===== src/design/clj_pkg.sv =====
package clj_pkg;

  localparam int ADDR_BITS = 16;
  localparam int MEM_DEPTH = 1 << ADDR_BITS;
  localparam int CFG_INDEX_W = 8;

  localparam logic [15:0] PC_RESET = 16'hFFFC;

  localparam logic [CFG_INDEX_W-1:0] CFG_INDEX_X = 8'd0;
  localparam logic [CFG_INDEX_W-1:0] CFG_INDEX_Y = 8'd1;

  localparam logic [7:0] OP_LDA_IMM  = 8'hA9;
  localparam logic [7:0] OP_LDA_ZP   = 8'hA5;
  localparam logic [7:0] OP_LDA_ZPX  = 8'hB5;
  localparam logic [7:0] OP_LDA_ABS  = 8'hAD;
  localparam logic [7:0] OP_LDA_ABSX = 8'hBD;
  localparam logic [7:0] OP_LDA_ABSY = 8'hB9;
  localparam logic [7:0] OP_LDA_INDX = 8'hA1;
  localparam logic [7:0] OP_LDA_INDY = 8'hB1;
  localparam logic [7:0] OP_JMP_ABS  = 8'h4C;
  localparam logic [7:0] OP_JMP_IND  = 8'h6C;

  localparam logic [7:0] SIGN_MASK = 8'b1000_0000;

  typedef enum logic {
    KIND_WRITE = 1'b0,
    KIND_STEP  = 1'b1
  } kind_code_t;

  typedef struct packed {
    logic        kind;
    logic [15:0] address;
    logic [7:0]  data;
  } item_t;

  typedef struct packed {
    logic [15:0] pc;
    logic [7:0]  acc;
    logic        zero_flag;
    logic        negative_flag;
    logic [7:0]  opcode;
    logic        unhandled;
  } result_t;

  // memory address source
  typedef enum logic [3:0] {
    ASEL_PC,
    ASEL_WR,
    ASEL_ZP,
    ASEL_ZPX,
    ASEL_WORD,
    ASEL_WORD_X,
    ASEL_WORD_Y,
    ASEL_PTR_INC,
    ASEL_ZPTR_INC
  } asel_t;

  typedef struct packed {
    asel_t asel;
    logic  mem_we;
    logic  step_begin;
    logic  pc_inc;
    logic  pc_load_word;
    logic  lo_load;
    logic  ptr_load;
    logic  acc_load;
    logic  op_load;
    logic  bad_set;
  } dp_cmd_t;

  typedef struct packed {
    logic [7:0] rdata;
    logic [7:0] op;
  } dp_status_t;

endpackage


===== src/design/clj_ctrl.sv =====
module clj_ctrl
  import clj_pkg::*;
(
  input  logic       clk,
  input  logic       rst,
  input  logic       start,
  input  logic       kind,
  output logic       busy,
  output logic       done,
  output dp_cmd_t    cmd,
  input  dp_status_t status
);

  typedef enum logic [3:0] {
    S_IDLE,
    S_OP,
    S_IMM,
    S_ZP,
    S_ZPX,
    S_ABS_LO,
    S_ABS_HI,
    S_IND_LO,
    S_JMP_HI,
    S_PTR,
    S_PTR_LO,
    S_PTR_HI,
    S_LOAD
  } state_t;

  state_t state;
  state_t state_next;
  logic   done_next;

  assign busy = (state != S_IDLE);

  always_comb begin
    cmd        = '0;
    cmd.asel   = ASEL_PC;
    state_next = state;
    done_next  = 1'b0;
    case (state)
      S_IDLE: begin
        if (start) begin
          if (kind == KIND_WRITE) begin
            cmd.asel   = ASEL_WR;
            cmd.mem_we = 1'b1;
            done_next  = 1'b1;
          end else begin
            cmd.step_begin = 1'b1;
            cmd.pc_inc     = 1'b1;
            state_next     = S_OP;
          end
        end
      end
      S_OP: begin
        cmd.op_load = 1'b1;
        cmd.pc_inc  = 1'b1;
        case (status.rdata)
          OP_LDA_IMM:  state_next = S_IMM;
          OP_LDA_ZP:   state_next = S_ZP;
          OP_LDA_ZPX:  state_next = S_ZPX;
          OP_LDA_ABS, OP_LDA_ABSX, OP_LDA_ABSY, OP_JMP_ABS, OP_JMP_IND:
            state_next = S_ABS_LO;
          OP_LDA_INDX, OP_LDA_INDY:
            state_next = S_PTR;
          default: begin
            cmd.pc_inc  = 1'b0;
            cmd.bad_set = 1'b1;
            done_next   = 1'b1;
            state_next  = S_IDLE;
          end
        endcase
      end
      S_IMM: begin
        cmd.acc_load = 1'b1;
        done_next    = 1'b1;
        state_next   = S_IDLE;
      end
      S_ZP: begin
        cmd.asel   = ASEL_ZP;
        state_next = S_LOAD;
      end
      S_ZPX: begin
        cmd.asel   = ASEL_ZPX;
        state_next = S_LOAD;
      end
      S_ABS_LO: begin
        cmd.lo_load = 1'b1;
        cmd.pc_inc  = 1'b1;
        state_next  = S_ABS_HI;
      end
      S_ABS_HI: begin
        case (status.op)
          OP_LDA_ABSX: begin
            cmd.asel   = ASEL_WORD_X;
            state_next = S_LOAD;
          end
          OP_LDA_ABSY: begin
            cmd.asel   = ASEL_WORD_Y;
            state_next = S_LOAD;
          end
          OP_JMP_ABS: begin
            cmd.pc_load_word = 1'b1;
            done_next        = 1'b1;
            state_next       = S_IDLE;
          end
          OP_JMP_IND: begin
            cmd.asel     = ASEL_WORD;
            cmd.ptr_load = 1'b1;
            state_next   = S_IND_LO;
          end
          default: begin
            cmd.asel   = ASEL_WORD;
            state_next = S_LOAD;
          end
        endcase
      end
      S_IND_LO: begin
        cmd.lo_load = 1'b1;
        cmd.asel    = ASEL_PTR_INC;
        state_next  = S_JMP_HI;
      end
      S_JMP_HI: begin
        cmd.pc_load_word = 1'b1;
        done_next        = 1'b1;
        state_next       = S_IDLE;
      end
      S_PTR: begin
        // operand byte (plus X for LDA (zp,X)) is the zero-page pointer address
        cmd.asel     = (status.op == OP_LDA_INDX) ? ASEL_ZPX : ASEL_ZP;
        cmd.ptr_load = 1'b1;
        state_next   = S_PTR_LO;
      end
      S_PTR_LO: begin
        cmd.lo_load = 1'b1;
        cmd.asel    = ASEL_ZPTR_INC;
        state_next  = S_PTR_HI;
      end
      S_PTR_HI: begin
        cmd.asel   = (status.op == OP_LDA_INDY) ? ASEL_WORD_Y : ASEL_WORD;
        state_next = S_LOAD;
      end
      S_LOAD: begin
        cmd.acc_load = 1'b1;
        done_next    = 1'b1;
        state_next   = S_IDLE;
      end
      default: begin
        state_next = S_IDLE;
      end
    endcase
  end

  always_ff @(posedge clk) begin
    if (rst) begin
      state <= S_IDLE;
      done  <= 1'b0;
    end else begin
      state <= state_next;
      done  <= done_next;
    end
  end

endmodule


===== config.mk =====
export PLATFORM = sky130hd
export DESIGN_NAME = clj_ctrl
export DESIGN_NICKNAME = d
export VERILOG_FILES = /design/src/design/clj_pkg.sv /design/src/design/clj_ctrl.sv
export SDC_FILE = /design/constraint.sdc
export NUM_CORES = 1
export LEC_CHECK = 0
export ABC_AREA = 0
export BUFFER_PORTS_ARGS = -buffer_cell sky130_fd_sc_hd__buf_2
export CAP_MARGIN = 20
export CORE_ASPECT_RATIO = 1.5
export CORE_MARGIN = 5
export CORE_UTILIZATION = 30
export CTS_CLUSTER_SIZE = 10
export DETAILED_ROUTE_END_ITERATION = 12
export PLACE_DENSITY_LB_ADDON = 0.12
export SLEW_MARGIN = 20
export SYNTH_ARGS = -nofsm -noshare
export SYNTH_HDL_FRONTEND = slang
export SYNTH_SLANG_ARGS = --single-unit
export TNS_END_PERCENT = 10

===== constraint.sdc =====
create_clock -name clk -period 3.95 [get_ports clk]
set_input_delay 0.1975 -clock clk [delete_from_list [all_inputs] [get_ports clk]]
set_output_delay 0.1975 -clock clk [all_outputs]
set_load 0.05 [all_outputs]

==> summary.md <==
| Metric | Value |
|---|---|
| Register Area | 100.1 sq um |
| Reg-to-reg endpoint | state[1]$_SDFFE_PP0P_ |
| Synth top area cells | dfxtp_1 15%, nor2_1 8.2%, a21oi_1 5.9% |
| Drt first pass iters | 4 |
| Post-CTS setup buffers | 0 |
| Yosys warns | 0 |
| Overall power | 0.1738 mW |
| N_diodes | 0 |
| Synthesized area | 684.4 sq um |
| Max FO, Critical Path | 16 |
| Net count, final | 157 |
| Hold Path Class | input port to register |
| Area fraction of the dominant cell type after synthesis | 0.1463 |
| Ports | 35 |
| Bufs on Longest Clock Path | 2 |
| Hold Path Origin | rst |
| Crit end category | output port |
| Net count after synthesis | 123 |
| Vias in the first global route | 864 |
| Slew @ Worst Pin | 0.5870 ns |
| # hold bufs at CTS | 0 |
| Cts bufs inserted | 3 |
| HPWL after DPL | 1890 microns |
| Initial DRC count | 23 |
| Die area | 3356 sq um |
| RSZ-0062 raised after global routing | no |
| Crit start category | register |
| Final period util | 0.5593 |
| Worst r2r src | state[1]$_SDFFE_PP0P_ |
| Slew Limit Fails | 0 |
| Slowest stage cell, crit path | dfxtp_1 |
| Core Region | 2207 sq um |
| CTS resizes | 0 |
| Filler Cells Inserted | 246 |
| Register-to-Register Setup Slack | 2.21 ns |
| Via count | 910 |
| Crit path required time | 3.75 ns |
| Root Buffer | clkbuf_4 |
| Met3 usage | 0.03441 |
| Fin. Hold Viols | 0 |
| CTS H-tree lvls | 1 |
| Antenna viol nets, final | 0 |
| Final setup vio count | 0 |
| Cell taking the most area after synthesis | dfxtp_1 |
| Residual DRC | 0 |
| Commonest cells after routing, fill and taps aside | 34 x buf_2, 15 x nor2_1, 8 x nand2_1, 8 x o21ai_0, 8 x a21oi_1 |
| First-pass GRT wire length | 3891 microns |
| Worst r2r path cells | 4 |
| Multi-input combinational cell area | 554.3 sq um |
| Die Wd | 49 microns |
| Max_slew headroom | 0.6081 |
| Share of cells above drive strength 1 | 0.3088 |
| Top Usage Layer GRT | met2 |
| CTS tree | built |
| Post-synthesis sequential area ratio | 0.1463 |
| Family with the most delay on the worst path | simple AND/OR/NAND/NOR gates |
| TritonCTS Sinks | 5 |
| Arr. time, crit path | 2.01 ns |
| Grt ovf | 0 |
| Hold path cells | 2 |
| Final setup TNS | 0 ns |
| Largest net degree at the start of global routing | 20 |
| Syn avg cell area | 6.645 sq um |
| #FFs+latches synth | 5 |
| Initial antenna violation count | 0 |
| Inst Count DP | 155 |
| Crit path largest cell delay | 0.60 ns |
| Finished Layout Cells | 159 |
| DRT Wirelength | 2318 microns |
| WP buf/inv | 2 |
| Vias per cell | 5.723 |
| WHS Endpoint | done$_SDFF_PP0_ |
| Gpl congestion | 0.8261 |
| Crit-path cells | nor2b_1 -> nand2_1 -> or3_1 -> inv_1 -> buf_2 |
| Die H | 68.50 microns |
| Worst Path Class, Setup | register to output port |
| Commonest non-fill, non-tap cell in the layout | buf_2 |
| Worst VDD drop | 140.5 uV |
| Total GRT Usage | 0.1440 |
| Skew-Pair Late Insertion Delay | 0.24 ns |
| Power per cell area | 196.0 nW/um^2 |
| Num rows | 21 |
| Avg WL per Cell | 14.58 microns |
| Max_cap viols | 0 |
| Gate Count Post-Synth | 103 |
| Fin crit period | 2.209 ns |
| Clock Skew | 0.001685 ns |
| Max Clk Rate | 0.4526 GHz |
| GR Util met2 | 0.2729 |
| Area grow syn2layout | 29.62% |
| Cell variety after synth | 38 |
| Status | completed |
| Leak | 0.3872 nW |
| Port buffer count | 34 |
| Starting Density | 0.3101 |
| Reg clk slew, reported paths | 0.04 ns |
| Met1 Use GR | 0.1628 |
Yosys cell counts:
library cell / n
a211oi_1: 1
a21boi_1: 1
a21o_1: 2
a21oi_1: 8
a221oi_2: 1
a31oi_1: 6
a32oi_1: 1
a41oi_1: 1
and3_1: 1
and3b_1: 1
and4b_1: 1
buf_2: 3
clkbuf_1: 2
dfxtp_1: 5
inv_1: 2
nand2_1: 8
nand2b_1: 4
nand3_1: 2
nand4_1: 1
nand4b_1: 3
nor2_1: 15
nor2b_1: 4
nor3_1: 4
nor4b_1: 2
o211ai_1: 1
o21ai_0: 8
o22ai_1: 1
o311ai_0: 2
o32ai_1: 1
o41a_1: 1
or2_0: 1
or2_2: 1
or2b_1: 1
or3_1: 2
or3_4: 2
or3b_1: 1
or3b_2: 1
xnor2_1: 1
state kept, by name (all words and copies together), names as in the netlist:
name,flops
done,1
state,4
report_power, final:
group | switching [mW] | internal [mW] | total [mW]
registers | 0.00309 | 0.0522 | 0.0553
logic | 0.0408 | 0.0203 | 0.0612
clock network | 0.0193 | 0.0381 | 0.0574
total | 0.0632 | 0.111 | 0.174
cell families (layout without fill, tap and decap cells):
kind of cell | count (synthesis) | after routing | share of synthesized area
and+or+nand+nor | 55 | 55 | 0.4589
AOI/OAI and AO/OA | 35 | 35 | 0.3382
buffers and inverters | 7 | 40 | 0.04388
DFF | 5 | 5 | 0.1463
xor gates and xnor gates | 1 | 1 | 0.01280
per-stage QoR:
| step | cell area, sq um | utilization | worst slack, ns | hold WS (ns) |
|---|---|---|---|---|
| finish | 887.1 | 0.4019 | 1.741 | 0.1374 |
| global route | 887.1 | 0.4019 | 1.536 | 0.1236 |
| CTS | 887.1 | 0.4019 | 1.749 | 0.1339 |
| detailed placement | 860.8 | 0.3900 | 2.005 | 0.3868 |
| global placement | 860.8 | 0.3900 | 1.994 | 0.4034 |
| floorplan | 684.4 | - | 1.465 | 0.2669 |
layer usage:
metal | routed length [microns] | share of wire
met5 | 0 | 0
met1 | 965 | 0.42
met2 | 1219 | 0.53
met3 | 133 | 0.057
met4 | 0 | 0
how the worst max path moves through the flow:
stage	end	depth (start not counted)	from
6_report	cmd[0]	5	state[0]$_SDFFE_PP0P_
5_1_grt	cmd[9]	5	state[1]$_SDFFE_PP0P_
4_1_cts	cmd[3]	5	state[1]$_SDFFE_PP0P_
3_5_place_dp	cmd[3]	5	state[1]$_SDFFE_PP0P_
3_3_place_gp	cmd[9]	5	state[1]$_SDFFE_PP0P_
2_1_floorplan	cmd[6]	4	state[0]$_SDFFE_PP0P_
cell type report:
| class | instances | share of cell area |
|---|---|---|
| Multi-Input combinational cell | 91 | 0.6248 |
| Inverter | 2 | 0.008463 |
| Tap cell | 23 | 0.03244 |
| Sequential cell | 5 | 0.1128 |
| Timing Repair Buffer | 34 | 0.1918 |
| Clock buffer | 4 | 0.02962 |
Note: power is estimated with default switching activity, not from simulation.
